--- config.mk ---
export PLATFORM = sky130hd
export DESIGN_NAME = gregorian_date_add_days_unit
export DESIGN_NICKNAME = d
export VERILOG_FILES = /design/src/rtl/gdad_pkg.sv /design/src/rtl/gdad_ctrl.sv /design/src/rtl/gdad_dp.sv /design/src/rtl/gregorian_date_add_days_unit.sv
export SDC_FILE = /design/constraint.sdc
export NUM_CORES = 1
export LEC_CHECK = 0
export ABC_AREA = 1
export BUFFER_PORTS_ARGS = -buffer_cell sky130_fd_sc_hd__buf_2
export CORE_ASPECT_RATIO = 0.7
export CORE_MARGIN = 1.5
export CORE_UTILIZATION = 60
export CTS_BUF_LIST = sky130_fd_sc_hd__clkbuf_4 sky130_fd_sc_hd__clkbuf_8
export DETAILED_ROUTE_END_ITERATION = 7
export PLACE_DENSITY = 0.8
export SLEW_MARGIN = 40
export SYNTH_ARGS = -nofsm -noshare
export SYNTH_HDL_FRONTEND = slang
export SYNTH_SLANG_ARGS = --single-unit
--- constraint.sdc ---
create_clock -name aclk -period 4.8 [get_ports aclk]
set_clock_uncertainty 0.05 [all_clocks]
set_input_delay 0.72 -clock aclk [delete_from_list [all_inputs] [get_ports aclk]]
set_output_delay 0.72 -clock aclk [all_outputs]
set_load 0.03 [all_outputs]
--- src/rtl/gdad_pkg.sv ---
// Shared types, constants and month-length lookup for the date-advance unit.
package gdad_pkg;

    localparam int YEAR_W  = 14;
    localparam int MONTH_W = 4;
    localparam int DAY_W   = 5;
    localparam int COUNT_W = 15;
    localparam int QUOT_W  = 8;   // year / 100, at most 163
    localparam int REM_W   = 7;   // year % 100

    localparam logic [YEAR_W-1:0]  YEAR_LIMIT = 14'd9999;
    localparam logic [MONTH_W-1:0] MONTH_JAN  = 4'd1;
    localparam logic [MONTH_W-1:0] MONTH_FEB  = 4'd2;
    localparam logic [MONTH_W-1:0] MONTH_DEC  = 4'd12;
    localparam logic [DAY_W-1:0]   DAY_FIRST  = 5'd1;
    localparam logic [DAY_W-1:0]   DAY_LAST   = 5'd31;

    // floor(y / 100) = (y * 5243) >> 19, exact for any 14-bit y
    localparam logic [12:0] DIV100_MUL   = 13'd5243;
    localparam int          DIV100_SHIFT = 19;
    localparam logic [6:0]  HUNDRED      = 7'd100;
    localparam logic [REM_W-1:0] REM_LAST = 7'd99;

    localparam logic [DAY_W-1:0] MONTH_LEN [12] = '{
        5'd31, 5'd28, 5'd31, 5'd30, 5'd31, 5'd30,
        5'd31, 5'd31, 5'd30, 5'd31, 5'd30, 5'd31
    };

    typedef struct packed {
        logic load;   // capture input beat
        logic div;    // year / 100
        logic rem;    // year % 100, century phase
        logic chk;    // validate start date
        logic step;   // advance by one month or finish the count
        logic fin;    // apply year saturation
    } gdad_cmd_t;

    typedef struct packed {
        logic date_ok;
        logic walk_done;
    } gdad_sts_t;

    function automatic logic [DAY_W-1:0] days_in_month(input logic [MONTH_W-1:0] m,
                                                        input logic leap);
        logic [DAY_W-1:0] len;
        if (m == MONTH_FEB) begin
            len = leap ? 5'd29 : 5'd28;
        end else if (m >= MONTH_JAN && m <= MONTH_DEC) begin
            len = MONTH_LEN[m - MONTH_JAN];
        end else begin
            len = DAY_LAST;
        end
        return len;
    endfunction

endpackage

--- src/rtl/gdad_ctrl.sv ---
// Sequencing state machine for the date-advance unit.
module gdad_ctrl (
    input  logic               aclk,
    input  logic               aresetn,
    input  logic               in_fire,
    input  logic               out_fire,
    input  gdad_pkg::gdad_sts_t sts,
    output gdad_pkg::gdad_cmd_t cmd,
    output logic               in_ready,
    output logic               out_valid
);
    import gdad_pkg::*;

    localparam logic [2:0] ST_IDLE = 3'd0;
    localparam logic [2:0] ST_DIV  = 3'd1;
    localparam logic [2:0] ST_REM  = 3'd2;
    localparam logic [2:0] ST_CHK  = 3'd3;
    localparam logic [2:0] ST_WALK = 3'd4;
    localparam logic [2:0] ST_OUT  = 3'd5;

    logic [2:0] state_reg, state_next;

    always_ff @(posedge aclk) begin
        if (!aresetn) begin
            state_reg <= ST_IDLE;
        end else begin
            state_reg <= state_next;
        end
    end

    always_comb begin
        state_next = state_reg;
        cmd        = '0;
        case (state_reg)
            ST_IDLE: begin
                if (in_fire) begin
                    cmd.load   = 1'b1;
                    state_next = ST_DIV;
                end
            end
            ST_DIV: begin
                cmd.div    = 1'b1;
                state_next = ST_REM;
            end
            ST_REM: begin
                cmd.rem    = 1'b1;
                state_next = ST_CHK;
            end
            ST_CHK: begin
                cmd.chk    = 1'b1;
                state_next = sts.date_ok ? ST_WALK : ST_OUT;
            end
            ST_WALK: begin
                if (sts.walk_done) begin
                    cmd.fin    = 1'b1;
                    state_next = ST_OUT;
                end else begin
                    cmd.step = 1'b1;
                end
            end
            ST_OUT: begin
                if (out_fire) begin
                    state_next = ST_IDLE;
                end
            end
            default: begin
                state_next = ST_IDLE;
            end
        endcase
    end

    assign in_ready  = (state_reg == ST_IDLE);
    assign out_valid = (state_reg == ST_OUT);

endmodule

--- src/rtl/gdad_dp.sv ---
// Date registers, leap tracking and month-walk arithmetic.
module gdad_dp (
    input  logic                              aclk,
    input  gdad_pkg::gdad_cmd_t               cmd,
    input  logic [gdad_pkg::YEAR_W-1:0]       in_year,
    input  logic [gdad_pkg::MONTH_W-1:0]      in_month,
    input  logic [gdad_pkg::DAY_W-1:0]        in_day,
    input  logic [gdad_pkg::COUNT_W-1:0]      in_count,
    output gdad_pkg::gdad_sts_t               sts,
    output logic [gdad_pkg::YEAR_W-1:0]       res_year,
    output logic [gdad_pkg::MONTH_W-1:0]      res_month,
    output logic [gdad_pkg::DAY_W-1:0]        res_day,
    output logic                              res_bad,
    output logic                              res_ovf
);
    import gdad_pkg::*;

    logic [YEAR_W-1:0]  y_reg;
    logic [MONTH_W-1:0] m_reg;
    logic [DAY_W-1:0]   d_reg;
    logic [COUNT_W-1:0] n_reg;
    logic [QUOT_W-1:0]  q_reg;
    logic [REM_W-1:0]   rem_reg;
    logic [1:0]         cen_reg;
    logic               bad_reg, ovf_reg;

    logic [YEAR_W+12:0] prod;
    logic [YEAR_W-1:0]  q_times_100;
    logic [YEAR_W-1:0]  rem_full;
    logic               leap;
    logic [DAY_W-1:0]   mlen;
    logic [DAY_W-1:0]   left;
    logic [COUNT_W:0]   left_p1;
    logic               past_limit;

    assign prod        = y_reg * DIV100_MUL;
    assign q_times_100 = YEAR_W'(q_reg) * YEAR_W'(HUNDRED);
    assign rem_full    = y_reg - q_times_100;

    // y%4 == rem%4 since 100 is a multiple of 4
    assign leap = ((rem_reg[1:0] == 2'd0) && (rem_reg != '0))
                || ((rem_reg == '0) && (cen_reg == 2'd0));

    assign mlen       = days_in_month(m_reg, leap);
    assign left       = mlen - d_reg;
    assign left_p1    = {{(COUNT_W-DAY_W+1){1'b0}}, left} + 1'b1;
    assign past_limit = (y_reg > YEAR_LIMIT);

    assign sts.date_ok   = (m_reg inside {[MONTH_JAN:MONTH_DEC]})
                         && (d_reg != '0) && (d_reg <= mlen);
    assign sts.walk_done = (n_reg == '0) || past_limit;

    always_ff @(posedge aclk) begin
        if (cmd.load) begin
            y_reg   <= in_year;
            m_reg   <= in_month;
            d_reg   <= in_day;
            n_reg   <= in_count;
            bad_reg <= 1'b0;
            ovf_reg <= 1'b0;
        end
        if (cmd.div) begin
            q_reg <= prod[DIV100_SHIFT +: QUOT_W];
        end
        if (cmd.rem) begin
            rem_reg <= rem_full[REM_W-1:0];
            cen_reg <= q_reg[1:0];
        end
        if (cmd.chk && !sts.date_ok) begin
            bad_reg <= 1'b1;
        end
        if (cmd.step) begin
            if ({1'b0, n_reg} >= left_p1) begin
                n_reg <= n_reg - left_p1[COUNT_W-1:0];
                d_reg <= DAY_FIRST;
                if (m_reg == MONTH_DEC) begin
                    m_reg <= MONTH_JAN;
                    y_reg <= y_reg + 1'b1;
                    if (rem_reg == REM_LAST) begin
                        rem_reg <= '0;
                        cen_reg <= cen_reg + 1'b1;
                    end else begin
                        rem_reg <= rem_reg + 1'b1;
                    end
                end else begin
                    m_reg <= m_reg + 1'b1;
                end
            end else begin
                d_reg <= d_reg + n_reg[DAY_W-1:0];
                n_reg <= '0;
            end
        end
        if (cmd.fin && past_limit) begin
            y_reg   <= YEAR_LIMIT;
            m_reg   <= MONTH_DEC;
            d_reg   <= DAY_LAST;
            ovf_reg <= 1'b1;
        end
    end

    assign res_year  = y_reg;
    assign res_month = m_reg;
    assign res_day   = d_reg;
    assign res_bad   = bad_reg;
    assign res_ovf   = ovf_reg;

endmodule

--- src/rtl/gregorian_date_add_days_unit.sv ---
// Top level of the Gregorian date-advance unit.
//
//  channel | dir | tdata (low bit first)                      | tuser
//  s_      | in  | start_year, start_month, start_day, days    | -
//  m_      | out | result_year, result_month, result_day       | bad_date, year_overflow
//
// One beat at a time: setup steps (capture, year/100, year%100, date check), then
// one step per month crossed, one to add what is left of the count inside the last
// month, and one to finish (a bad start date skips these); then the result is held.
// s_tready is low from acceptance until the result beat is taken.
// Reset (aresetn low, synchronous) returns the sequencer to idle.
module gregorian_date_add_days_unit (
    input  logic        aclk,
    input  logic        aresetn,
    input  logic        s_tvalid,
    output logic        s_tready,
    input  logic [39:0] s_tdata,   // [13:0] start_year, [17:14] start_month,
                                   // [22:18] start_day, [37:23] days_to_add
    output logic        m_tvalid,
    input  logic        m_tready,
    output logic [23:0] m_tdata,   // [13:0] result_year, [17:14] result_month,
                                   // [22:18] result_day
    output logic [1:0]  m_tuser    // [0] bad_date, [1] year_overflow
);
    import gdad_pkg::*;

    gdad_cmd_t cmd;
    gdad_sts_t sts;
    logic      in_fire, out_fire;

    logic [YEAR_W-1:0]  res_year;
    logic [MONTH_W-1:0] res_month;
    logic [DAY_W-1:0]   res_day;
    logic               res_bad, res_ovf;

    assign in_fire  = s_tvalid && s_tready;
    assign out_fire = m_tvalid && m_tready;

    gdad_ctrl u_ctrl (
        .aclk      (aclk),
        .aresetn   (aresetn),
        .in_fire   (in_fire),
        .out_fire  (out_fire),
        .sts       (sts),
        .cmd       (cmd),
        .in_ready  (s_tready),
        .out_valid (m_tvalid)
    );

    gdad_dp u_dp (
        .aclk      (aclk),
        .cmd       (cmd),
        .in_year   (s_tdata[13:0]),
        .in_month  (s_tdata[17:14]),
        .in_day    (s_tdata[22:18]),
        .in_count  (s_tdata[37:23]),
        .sts       (sts),
        .res_year  (res_year),
        .res_month (res_month),
        .res_day   (res_day),
        .res_bad   (res_bad),
        .res_ovf   (res_ovf)
    );

    assign m_tdata = {1'b0, res_day, res_month, res_year};
    assign m_tuser = {res_ovf, res_bad};

endmodule
==> results.tsv <==
metric	value	unit
status	complete, no violations	
Die W	142	um
postcts setup bufs	0	
minimum clock period	4.51	ns
CTS Hold Bufs	0	
global-route wire length before repair	32.8	mm
fill count	1118	
DRT Wirelength	20.1	mm
mux cell area share after synthesis	0	%
worst min-delay path endpoint	u_dp.res_ovf	
Num CTS Buffers	9	
grt total ovfl	0	
CTS tree	built	
port buffer count	68	
Initial Utilization	61.4	%
core area	0.0131	mm^2
Worst-Skew Late Latency	0.35	ns
NumNets Final	1372	
Wirelength per Cell	15.4	um
Hold Fails Final Rpt	0	
number of global-route vias before repair	6513	
Post-Syn Area per Cell	7.60	um^2
Antenna diodes	0	
Max-cap violations	0	
Vias	7143	
critical path startpoint category	flip-flop	
CP required	4.84	ns
sequential area share after synthesis	16.6	%
initial antenna violation count	0	
Worst EP arrival	4.55	ns
Setup Viol. Count Final	0	
number of synthesized flops with an enable pin	20	
Synth async-reset ratio	0	%
share of the synthesized area in the top cell type	19.7	%
Worst Hold Class	flip-flop to flip-flop	
clock slew at reported path FFs	0.07	ns
Hold Path Origin	u_dp.res_ovf	
largest net degree at the start of global routing	42	
Syn Nets	1298	
crit path capture type	flip-flop	
drc violations	0	
R2R cell count	18	
CTS H-tree lvls	3	
layout cells sized above 1	12.9	%
Fin Setup TNS	0	ns
xor-xnor portion of the synthesized cell area	4.02	%
Yosys Warn Count	0	
DIE HEIGHT	100	um
Reg2Reg Launch Point	u_dp.res_year[4]	
num rows	35	
Post-Syn Instances	1061	
gr usage total	29.7	%
crit-path max FO	9	
register area	0.00135	mm^2
Ports	72	
Clock Tree Buf Depth	2	
final worst path period share	93.9	%
DR iter-0 viols	755	
root buffer cell	clkbuf_8	
GPL Wtd Cong	0.967	
area grow syn2layout	9.06	%
number of non-filler instances in the completed layout	1306	
synth top area cells	ha_1 (20%), fa_1 (16%), nand2_1 (12%)	
Placed Cells	1290	
unique cell type count in the Yosys netlist	42	
worst setup path category	flip-flop to flip-flop	
fin. max-slew vios	0	
most frequent cells in the layout	nand2_1 (259), inv_1 (192), ha_1 (127), nand3_1 (78), nor2_1 (74)	
Synth Area in Simple Gates	25.8	%
post_cts resized	0	
hold path depth	2	
Synth Area in Compound Gates	6.73	%
clk sink count	57	
DRT antenna net count	0	
placed wire-length estimate	16.5	mm
RSZ-0062 raised after global routing	no	
DRT Pass-1 Iters	5	
Reg2Reg Setup Slack	0.29	ns
max frequency	222	MHz
commonest non-fill, non-tap cell in the layout	nand2_1	
Synth area leader	ha_1	
total die area	0.0142	mm^2
largest family of logic cells by synthesized area	adder cells	
worst-margin pin slew	0.690	ns
Adder-Cell Fraction of Synth Area	36.1	%
Via density	5.47	
max reg flops	15	
main flop type after synthesis	dfxtp_1	
Syn Std Cell Area	0.00807	mm^2
multi-input logic area	0.00588	mm^2
Yosys reg bits	57	
worst relative slew slack	53.7	%
Worst R2R End	u_dp.q_reg[1]	
cell usage after synthesis, types with 5 or more instances:
cell,count
nand3_1,78
edfxtp_1,20
o21ai_2,13
dfxtp_1,37
nand3b_1,5
xor2_1,27
ha_1,127
o21ai_0,38
nor3_1,11
or2_2,6
nand2_2,6
fa_1,66
xnor2_1,10
nand2_1,260
buf_2,7
inv_1,192
nor2_1,74
buf_4,6
nor2_4,5
nand4_1,10
a21oi_1,27
critical path, cell delays in order, from the launching register on:
cell     delay (ns)
dfxtp_1        0.67
ha_1           0.35
inv_1          0.08
fa_1           0.49
fa_1           0.53
inv_1          0.04
ha_1           0.27
inv_1          0.06
fa_1           0.52
inv_1          0.05
ha_1           0.31
a21oi_1        0.21
nor2_1         0.08
nor2_1         0.09
nand3_1        0.10
nand2_1        0.10
nand2_1        0.06
nand2_1        0.07
nand2_1        0.09
per-stage QoR:
step / util [%] / area, um^2 / setup slack, ns / hold slack [ns]
floorplan: - / 8070 / 0.427 / 0.377
global placement: 65.3 / 8580 / 0.327 / 0.389
detailed placement: 65.4 / 8590 / 0.257 / 0.393
CTS: 66.8 / 8780 / 0.188 / 0.411
global route: 67.0 / 8800 / 0.00831 / 0.421
finish: 67.0 / 8800 / 0.292 / 0.407
how the worst max path moves through the flow:
stage                            startpoint         endpoint  depth (start not counted)
final                      u_dp.res_year[4]    u_dp.q_reg[1]                         18
after global routing       u_dp.res_year[4]    u_dp.q_reg[0]                         15
after CTS                 u_dp.res_month[0]  u_dp.rem_reg[5]                         20
after detailed placement  u_dp.res_month[0]    u_dp.n_reg[7]                         18
after global placement    u_dp.res_year[12]    u_dp.q_reg[2]                         13
after floorplan           u_dp.res_year[10]    u_dp.q_reg[0]                         15
cell type report:
type	count	share of cell area, %
Clock buffer	12	1.66
Inverter	194	8.28
Sequential cell	57	15.3
Timing Repair Buffer	82	5.06
Multi-Input combinational cell	791	66.8
Clock inverter	4	0.498
Tap cell	166	2.36
per-layer routing:
layer  vias up  GRT usage, %  share of wire [%]
met1      3299          46.8                 48
met5         -             0                  0
met4         0          4.92                1.2
met2       330          41.1                 40
li1       3489             -                  -
met3        25          7.49                 11
kinds of logic after synthesis:
logic type | Yosys count
simple gates | 468
buf+inv | 213
fa+ha+maj | 193
compound gates | 92
flops | 57
xor+xnor | 37
other cells | 1
Power is left out: the tool's default activity adds up to more than one toggle a clock period on the data nets, which glitch-free logic cannot reach.
